`src/rtl/smt_pkg.sv`:
```
`default_nettype none
// ----------------------------------------------------------------------------
// smt_pkg
// Shared types and constants for the streaming substring matcher.
// ----------------------------------------------------------------------------
package smt_pkg;

  localparam int MAX_PATTERN_DEF   = 16;
  localparam int POSITION_BITS_DEF = 16;

  localparam int MATCH_W    = 16;  // width of reported indexes
  localparam int PLEN_W     = 5;   // width of the pattern length register
  localparam int CFG_DATA_W = 64;
  localparam int CFG_ADDR_W = 5;
  localparam int FIFO_DEPTH = 2;

  typedef enum logic [1:0] {
    REG_PATTERN_LO  = 2'd0,
    REG_PATTERN_HI  = 2'd1,
    REG_PATTERN_LEN = 2'd2
  } cfg_reg_e;

  typedef struct packed {
    logic               found;
    logic [MATCH_W-1:0] match_start;
    logic [MATCH_W-1:0] match_end;
  } result_t;

  typedef struct packed {
    logic full;
    logic not_empty;
  } fifo_status_t;

endpackage : smt_pkg
`default_nettype wire

```
`src/rtl/smt_front.sv`:
```
`default_nettype none
// ----------------------------------------------------------------------------
// smt_front
// Accepts text bytes, keeps the window and position, compares the newest
// bytes with the pattern and pushes a result when one is due.
// ----------------------------------------------------------------------------
module smt_front import smt_pkg::*; #(
  parameter int MAX_PATTERN   = MAX_PATTERN_DEF,
  parameter int POSITION_BITS = POSITION_BITS_DEF
) (
  input  wire logic                clk,
  input  wire logic                rst,
  input  wire logic                in_valid,
  output logic                     in_stall,
  input  wire logic [7:0]          text_byte,
  input  wire logic                text_last,
  input  wire logic [63:0]         pattern_lo,
  input  wire logic [63:0]         pattern_hi,
  input  wire logic [PLEN_W-1:0]   pattern_len,
  input  wire fifo_status_t        fifo_st,
  output logic                     push,
  output result_t                  res
);

  localparam int FILL_W    = $clog2(MAX_PATTERN + 1);
  localparam int WIN_IDX_W = (MAX_PATTERN > 1) ? $clog2(MAX_PATTERN) : 1;
  localparam logic [POSITION_BITS-1:0] POS_MAX = '1;

  logic [7:0]               window [MAX_PATTERN];
  logic [7:0]               win_new [MAX_PATTERN];
  logic [FILL_W-1:0]        fill_count;
  logic [FILL_W-1:0]        fill_next;
  logic [POSITION_BITS-1:0] position;
  logic [POSITION_BITS-1:0] position_next;
  logic                     already_found;

  logic [FILL_W-1:0] eff_len;
  logic [FILL_W-1:0] idx_w;
  logic [127:0]      pat_all;
  logic              match_all;
  logic              hit;
  logic              accept;
  logic [31:0]       p_ext;
  logic [31:0]       start32;

  assign in_stall = fifo_st.full;
  assign accept   = in_valid && !in_stall;
  assign pat_all  = {pattern_hi, pattern_lo};

  // Length zero acts as one, above the window acts as the window.
  always_comb begin
    priority if (pattern_len == '0) begin
      eff_len = FILL_W'(1);
    end else if (pattern_len > PLEN_W'(MAX_PATTERN)) begin
      eff_len = FILL_W'(MAX_PATTERN);
    end else begin
      eff_len = FILL_W'(pattern_len);
    end
  end

  always_comb begin
    win_new[0] = text_byte;
    for (int i = 1; i < MAX_PATTERN; i++) begin
      win_new[i] = window[i-1];
    end
  end

  // Pattern byte j lines up with window entry len-1-j.
  always_comb begin
    match_all = 1'b1;
    idx_w     = '0;
    for (int j = 0; j < MAX_PATTERN; j++) begin
      if (FILL_W'(j) < eff_len) begin
        idx_w = eff_len - FILL_W'(j) - FILL_W'(1);
        if (win_new[idx_w[WIN_IDX_W-1:0]] != pat_all[8*j +: 8]) begin
          match_all = 1'b0;
        end
      end
    end
  end

  assign fill_next     = (fill_count < FILL_W'(MAX_PATTERN)) ? fill_count + FILL_W'(1)
                                                             : fill_count;
  assign position_next = (position != POS_MAX) ? position + POSITION_BITS'(1) : position;

  assign hit = !already_found && (position != POS_MAX) && (fill_next >= eff_len) && match_all;

  assign p_ext   = 32'(position);
  assign start32 = p_ext - 32'(eff_len) + 32'd1;

  always_comb begin
    push = accept && (hit || (text_last && !already_found));
    res.found       = hit;
    res.match_start = hit ? start32[MATCH_W-1:0] : '0;
    res.match_end   = hit ? p_ext[MATCH_W-1:0]   : '0;
  end

  always_ff @(posedge clk) begin
    if (accept) begin
      for (int i = 0; i < MAX_PATTERN; i++) begin
        window[i] <= win_new[i];
      end
    end
  end

  always_ff @(posedge clk) begin
    if (rst) begin
      fill_count    <= '0;
      position      <= '0;
      already_found <= 1'b0;
    end else if (accept) begin
      if (text_last) begin
        // drop the text state; the pattern stays
        fill_count    <= '0;
        position      <= '0;
        already_found <= 1'b0;
      end else begin
        fill_count    <= fill_next;
        position      <= position_next;
        already_found <= already_found || hit;
      end
    end
  end

endmodule : smt_front
`default_nettype wire

```
`src/rtl/smt_fifo.sv`:
```
`default_nettype none
// ----------------------------------------------------------------------------
// smt_fifo
// Short result queue between the compare front and the output stage.
// ----------------------------------------------------------------------------
module smt_fifo import smt_pkg::*; #(
  parameter int DEPTH = FIFO_DEPTH
) (
  input  wire logic    clk,
  input  wire logic    rst,
  input  wire logic    push,
  input  wire result_t wr_data,
  input  wire logic    pop,
  output result_t      rd_data,
  output fifo_status_t status
);

  localparam int PTR_W = (DEPTH > 1) ? $clog2(DEPTH) : 1;
  localparam int CNT_W = $clog2(DEPTH + 1);

  result_t          entries [DEPTH];
  logic [PTR_W-1:0] wr_ptr;
  logic [PTR_W-1:0] rd_ptr;
  logic [CNT_W-1:0] count;
  logic             do_push;
  logic             do_pop;

  assign status.full      = (count == CNT_W'(DEPTH));
  assign status.not_empty = (count != '0);
  assign rd_data          = entries[rd_ptr];
  assign do_push          = push && !status.full;
  assign do_pop           = pop && status.not_empty;

  always_ff @(posedge clk) begin
    if (do_push) begin
      entries[wr_ptr] <= wr_data;
    end
  end

  always_ff @(posedge clk) begin
    if (rst) begin
      wr_ptr <= '0;
      rd_ptr <= '0;
      count  <= '0;
    end else begin
      if (do_push) begin
        wr_ptr <= (wr_ptr == PTR_W'(DEPTH - 1)) ? '0 : wr_ptr + PTR_W'(1);
      end
      if (do_pop) begin
        rd_ptr <= (rd_ptr == PTR_W'(DEPTH - 1)) ? '0 : rd_ptr + PTR_W'(1);
      end
      unique case ({do_push, do_pop})
        2'b10:   count <= count + CNT_W'(1);
        2'b01:   count <= count - CNT_W'(1);
        default: count <= count;
      endcase
    end
  end

endmodule : smt_fifo
`default_nettype wire

```
`src/rtl/smt_back.sv`:
```
`default_nettype none
// ----------------------------------------------------------------------------
// smt_back
// Output register: pulls results from the queue and holds them for the
// receiver until the transaction completes.
// ----------------------------------------------------------------------------
module smt_back import smt_pkg::*; (
  input  wire logic          clk,
  input  wire logic          rst,
  input  wire fifo_status_t  fifo_st,
  input  wire result_t       head,
  output logic               pop,
  output logic               out_valid,
  input  wire logic          out_stall,
  output result_t            out_res
);

  assign pop = fifo_st.not_empty && (!out_valid || !out_stall);

  always_ff @(posedge clk) begin
    if (pop) begin
      out_res <= head;
    end
  end

  always_ff @(posedge clk) begin
    if (rst) begin
      out_valid <= 1'b0;
    end else if (pop) begin
      out_valid <= 1'b1;
    end else if (!out_stall) begin
      out_valid <= 1'b0;
    end
  end

endmodule : smt_back
`default_nettype wire

```
`src/rtl/substring_match_stream.sv`:
```
`default_nettype none
// ----------------------------------------------------------------------------
// substring_match_stream
// Streaming exact substring search over byte-wide text.
//
// Text bytes enter on in_valid/in_stall with text_last on the final byte.
// The block reports one result per text: found with the start and end
// index of the first match, or not found when the text ends without one.
// Results leave on out_valid/out_stall.
// Throughput is one byte per cycle while the result queue is not full;
// the window compare is a set of parallel combinational byte compares.
// A result is written into the result queue when its byte is accepted,
// then moves from the queue into the output register.
// When the receiver stalls, results collect in the two-entry queue; the
// input stalls only while that queue is full.
// Reset clears the text state, the queue and the output valid, and sets
// the pattern to zero with length one. APB pattern registers sit at byte
// addresses 0, 8, 16; the user must write them only while idle (unenforced).
// ----------------------------------------------------------------------------
module substring_match_stream import smt_pkg::*; #(
  parameter int MAX_PATTERN   = MAX_PATTERN_DEF,
  parameter int POSITION_BITS = POSITION_BITS_DEF
) (
  input  wire logic                  clk,
  input  wire logic                  rst,
  input  wire logic                  in_valid,
  output logic                       in_stall,
  input  wire logic [7:0]            text_byte,
  input  wire logic                  text_last,
  output logic                       out_valid,
  input  wire logic                  out_stall,
  output logic                       found,
  output logic [MATCH_W-1:0]         match_start,
  output logic [MATCH_W-1:0]         match_end,
  input  wire logic                  psel,
  input  wire logic                  penable,
  input  wire logic                  pwrite,
  input  wire logic [CFG_ADDR_W-1:0] paddr,
  input  wire logic [CFG_DATA_W-1:0] pwdata,
  output logic [CFG_DATA_W-1:0]      prdata,
  output logic                       pready
);

  logic [63:0]       pattern_lo;
  logic [63:0]       pattern_hi;
  logic [PLEN_W-1:0] pattern_len;
  cfg_reg_e          reg_sel;
  logic              cfg_wr;

  fifo_status_t fifo_st;
  result_t      push_res;
  result_t      head;
  result_t      out_res;
  logic         push;
  logic         pop;

  assign pready  = 1'b1;
  assign reg_sel = cfg_reg_e'(paddr[4:3]);
  assign cfg_wr  = psel && penable && pwrite && pready;

  always_ff @(posedge clk) begin
    if (rst) begin
      pattern_lo  <= '0;
      pattern_hi  <= '0;
      pattern_len <= PLEN_W'(1);
    end else if (cfg_wr) begin
      unique case (reg_sel)
        REG_PATTERN_LO:  pattern_lo  <= pwdata;
        REG_PATTERN_HI:  pattern_hi  <= pwdata;
        REG_PATTERN_LEN: pattern_len <= pwdata[PLEN_W-1:0];
        default: ;
      endcase
    end
  end

  always_comb begin
    unique case (reg_sel)
      REG_PATTERN_LO:  prdata = pattern_lo;
      REG_PATTERN_HI:  prdata = pattern_hi;
      REG_PATTERN_LEN: prdata = CFG_DATA_W'(pattern_len);
      default:         prdata = '0;
    endcase
  end

  smt_front #(
    .MAX_PATTERN   (MAX_PATTERN),
    .POSITION_BITS (POSITION_BITS)
  ) u_front (
    .clk         (clk),
    .rst         (rst),
    .in_valid    (in_valid),
    .in_stall    (in_stall),
    .text_byte   (text_byte),
    .text_last   (text_last),
    .pattern_lo  (pattern_lo),
    .pattern_hi  (pattern_hi),
    .pattern_len (pattern_len),
    .fifo_st     (fifo_st),
    .push        (push),
    .res         (push_res)
  );

  smt_fifo #(
    .DEPTH (FIFO_DEPTH)
  ) u_fifo (
    .clk     (clk),
    .rst     (rst),
    .push    (push),
    .wr_data (push_res),
    .pop     (pop),
    .rd_data (head),
    .status  (fifo_st)
  );

  smt_back u_back (
    .clk       (clk),
    .rst       (rst),
    .fifo_st   (fifo_st),
    .head      (head),
    .pop       (pop),
    .out_valid (out_valid),
    .out_stall (out_stall),
    .out_res   (out_res)
  );

  assign found       = out_res.found;
  assign match_start = out_res.match_start;
  assign match_end   = out_res.match_end;

endmodule : substring_match_stream
`default_nettype wire

```
`config.mk`:
```
export PLATFORM = sky130hd
export DESIGN_NAME = substring_match_stream
export DESIGN_NICKNAME = d
export VERILOG_FILES = /design/src/rtl/smt_pkg.sv /design/src/rtl/smt_front.sv /design/src/rtl/smt_fifo.sv /design/src/rtl/smt_back.sv /design/src/rtl/substring_match_stream.sv
export SDC_FILE = /design/constraint.sdc
export NUM_CORES = 1
export LEC_CHECK = 0
export ABC_AREA = 1
export BUFFER_PORTS_ARGS = -buffer_cell sky130_fd_sc_hd__buf_4
export CAP_MARGIN = 25
export CORE_MARGIN = 1
export CORE_UTILIZATION = 45
export CTS_BUF_LIST = sky130_fd_sc_hd__clkbuf_8
export CTS_CLUSTER_SIZE = 12
export DETAILED_ROUTE_END_ITERATION = 10
export SLEW_MARGIN = 20
export SYNTH_ARGS = -nofsm -noshare
export SYNTH_HDL_FRONTEND = slang
export SYNTH_SLANG_ARGS = --single-unit
```
`constraint.sdc`:
```
create_clock -name clk -period 5.68 [get_ports clk]
set_clock_uncertainty 0.05 [all_clocks]
set_input_delay 0.568 -clock clk [delete_from_list [all_inputs] [get_ports clk]]
set_output_delay 0.568 -clock clk [all_outputs]
set_load 0.01 [all_outputs]
```
==> results by group <==
Finish
  – Commonest non-fill, non-tap cell in the layout: nand2_1
  – Commonest cells after routing, fill and taps aside: nand2_1, nand3_1, inv_1, edfxtp_1, buf_4
  – Area taken by multi-input logic gates: 0.0128 sq mm
  – FF/Latch Area: 0.00978 sq mm
  – Layout cells sized above 1: 10.4%
  – Area grow syn2layout: 13.1%
  – Core Util, Final: 51.7%
  – Fillers: 5438
  – Fin nets: 3870

GRT
  – Number of global-route vias before repair: 23276
  – First-pass GRT wire length: 146000 microns
  – Grt ovf: 0
  – Overall routing resource usage: 35.0%
  – Initial antenna violation count: 1
  – Largest net degree at the start of global routing: 146

STA
  – Unrepaired setup endpoints after global routing: no
  – Hold slack: 43.4 ps
  – Fin. Hold Viols: 0
  – Worst Max-Slew Pin Slew: 1020 ps
  – Fmax: 0.183 GHz
  – Fin crit period: 5450 ps
  – Slew Viols, Final: 0
  – Setup_tns: 0 ps
  – Final setup violation count: 0
  – Slew HR: 31.9%
  – Final Cycle Share: 96.0%

Logic synthesis
  – Post-synth top flop: edfxtp_1
  – Post-synth cell types: 51
  – Mean Syn Cell Area: 6.83 sq um
  – Ys async rst share: 0%
  – Post-synth EDFFs: 219
  – Post-synthesis cell count: 3619
  – Syn Nets: 3747
  – Seq/Total Area, Yosys: 39.6%
  – Warnings, synthesis: 0
  – Netlist Area Pre-Place: 0.0247 sq mm
  – Synthesized flop and latch total: 379

Critical path
  – Critical path origin: pattern_len[4]$_SDFFE_PP0P_
  – Worst Setup EP: u_fifo.count[1]$_SDFFE_PP0P_
  – Crit Reg-Reg Endpoint: u_fifo.count[1]$_SDFFE_PP0P_
  – CP Capture Type: flip-flop
  – WP data required: 6200 ps
  – Worst Setup Start Kind: flip-flop
  – Kind of critical path: flip-flop to flip-flop
  – Worst reg2reg path depth: 24
  – Highest fanout seen on the critical path: 69
  – WP data arrival: 5970 ps
  – Reg-to-reg startpoint: pattern_len[4]$_SDFFE_PP0P_
  – Reg-to-reg slack, setup: 230 ps

Floorplan
  – Row count: 85
  – Die H: 236 microns
  – I/O pins: 185
  – Core ar.: 0.0540 sq mm
  – Die width: 236 microns
  – Initial core utilization: 45.7%
  – Die ar.: 0.0558 sq mm

Route
  – DR vias: 25839
  – DRT Pass-1 Iters: 7
  – WL final: 99400 microns
  – Drt wl/cell: 22.1 microns
  – Final ANT Viol Nets: 0
  – Initial DRC count: 3167
  – Via density: 5.74
  – DRC Markers: 0

Placed design
  – DP HPWL: 75500 microns
  – Final RePlAce weighted congestion: 0.990
  – Port-buffer cells: 180

Run status
  – Status: complete, no violations

Power
  – Power Density: 325 mW/mm^2
  – Final Power: 0.00908 W
  – Peak VDD IR: 0.228 mV
  – Leakage: 13.0 nW

CTS
  – Clk_lat worst skew: 680 ps
  – Root Buffer Master: clkbuf_8
  – Clk buf depth: 3
  – CTS tree: built
  – Number of buffers created by CTS: 72
  – CTS clk-pin slew, worst paths: 60 ps
  – Setup bufs post-CTS: 0
  – # clock sinks: 379
  – Htree depth: 3

Hold path
  – Worst hold path type: primary input to flip-flop

Flow run
  – Max Cap Viol: 0
per-layer routing:
metal	GRT usage, %	up-vias	wire [microns]
met3	8.03	189	10800
li1	-	12333	-
met5	0	-	0
met4	13.6	0	4170
met1	50.6	11937	43700
met2	50.1	1380	40700
cell families after synthesis:
| logic type | share of synthesized area [%] |
|---|---|
| AO/OA/AOI/OAI | 8.85 |
| buffers and inverters | 8.67 |
| adder cells (fa/ha/maj) | 2.21 |
| other | 0.0152 |
| AND/OR/NAND/NOR | 39.5 |
| flip-flops | 39.6 |
| XOR/XNOR | 1.13 |
cell usage after synthesis, types with 2 or more instances:
library cell	number	area, sq um
nand3_2	2	20.0
nor2_1	90	338
xnor2_1	5	43.8
nand2_2	8	50.1
nor3_1	4	20.0
o22ai_1	57	357
nand3b_1	10	75.1
clkinv_1	4	15.0
o21bai_1	3	22.5
nand2_4	7	78.8
buf_6	9	101
o211ai_1	2	15.0
clkbuf_1	85	319
buf_4	17	128
nand4_1	8	50.1
o221ai_1	5	43.8
nor2_2	25	156
o21ai_0	159	796
a21oi_1	169	846
inv_1	320	1200
ha_1	42	526
nand2_1	1227	4610
a31oi_1	3	18.8
edfxtp_1	219	6580
xor2_2	2	32.5
buf_1	13	48.8
inv_2	11	41.3
dfxtp_1	160	3200
xor2_4	2	55.1
nand3_1	858	4290
buf_2	56	280
a22oi_1	2	15.0
a21boi_0	2	15.0
o21ai_1	2	10.0
xor2_1	15	131
area by class of cell:
type	instances	share of cell area (%)
multi-input cells	2724	45.9
flip-flops and latches	379	35.0
repair buffers	229	6.54
inverters	336	4.55
clock buffers	76	3.74
well taps	696	3.12
clock inverters	57	1.15
diodes	1	0.00896
per-stage QoR:
step | setup slack [ps] | instance area (sq um) | instances
final | 227 | 27900 | 4498
after global routing | 19.3 | 27900 | 4498
after CTS | 445 | 27900 | 4497
after detailed placement | 503 | 26500 | 4362
after global placement | 573 | 26500 | 4362
after floorplan | 241 | 24700 | 3619
worst max-delay path, stage by stage, from the launching register on:
cell	delay, ps
dfxtp_1	600
inv_4	240
nand3_4	170
buf_4	630
nand3_1	290
nand3_1	290
nand3_1	160
nand3_1	160
nand3_1	90
nand2_1	70
nand2_1	50
nor2_1	150
nand2_1	260
nand2_1	200
nand2_1	80
nor2_1	120
nand3_1	80
nor2_1	440
a21boi_0	290
ha_1	340
inv_1	80
nand2_1	50
nor2_1	110
o21ai_0	90
a21oi_1	180
registers in the layout, summed over array words and instances (netlist names):
signal	count
u_front.position	16
pattern_hi	64
u_fifo.entries	66
u_fifo.rd_ptr	1
u_front.fill_count	5
u_fifo.wr_ptr	1
u_fifo.count	2
pattern_len	5
pattern_lo	64
u_front.already_found	1
u_back.out_res	33
u_front.window	120
u_back.out_valid	1
worst min-delay path by stage:
stage	from	end	slack, ps	cells after the start
after detailed placement	u_front.window[1][33]$_DFFE_PP_	u_front.window[1][41]$_DFFE_PP_	380	0
after CTS	text_byte[0]	u_front.window[0][0]$_DFFE_PP_	4	1
after floorplan	u_front.window[0][2]$_DFFE_PP_	u_front.window[0][10]$_DFFE_PP_	380	0
after global placement	u_front.window[1][33]$_DFFE_PP_	u_front.window[1][41]$_DFFE_PP_	380	0
final	text_byte[0]	u_front.window[0][0]$_DFFE_PP_	40	1
after global routing	text_byte[0]	u_front.window[0][0]$_DFFE_PP_	10	1
repair_timing:
action                                 in CTS  in global routing
resized for setup                           0                  1
setup endpoints to repair                   0                  1
hold buffers                                2                  0
endpoints found under the hold margin       2                  0
report_power, final:
group | internal (W) | switching [W] | total, W
clock network | 0.00134 | 0.00129 | 0.00264
logic | 0.000850 | 0.00197 | 0.00282
registers | 0.00340 | 0.000221 | 0.00363
total | 0.00560 | 0.00348 | 0.00908
(Power assumes the default switching activity.)
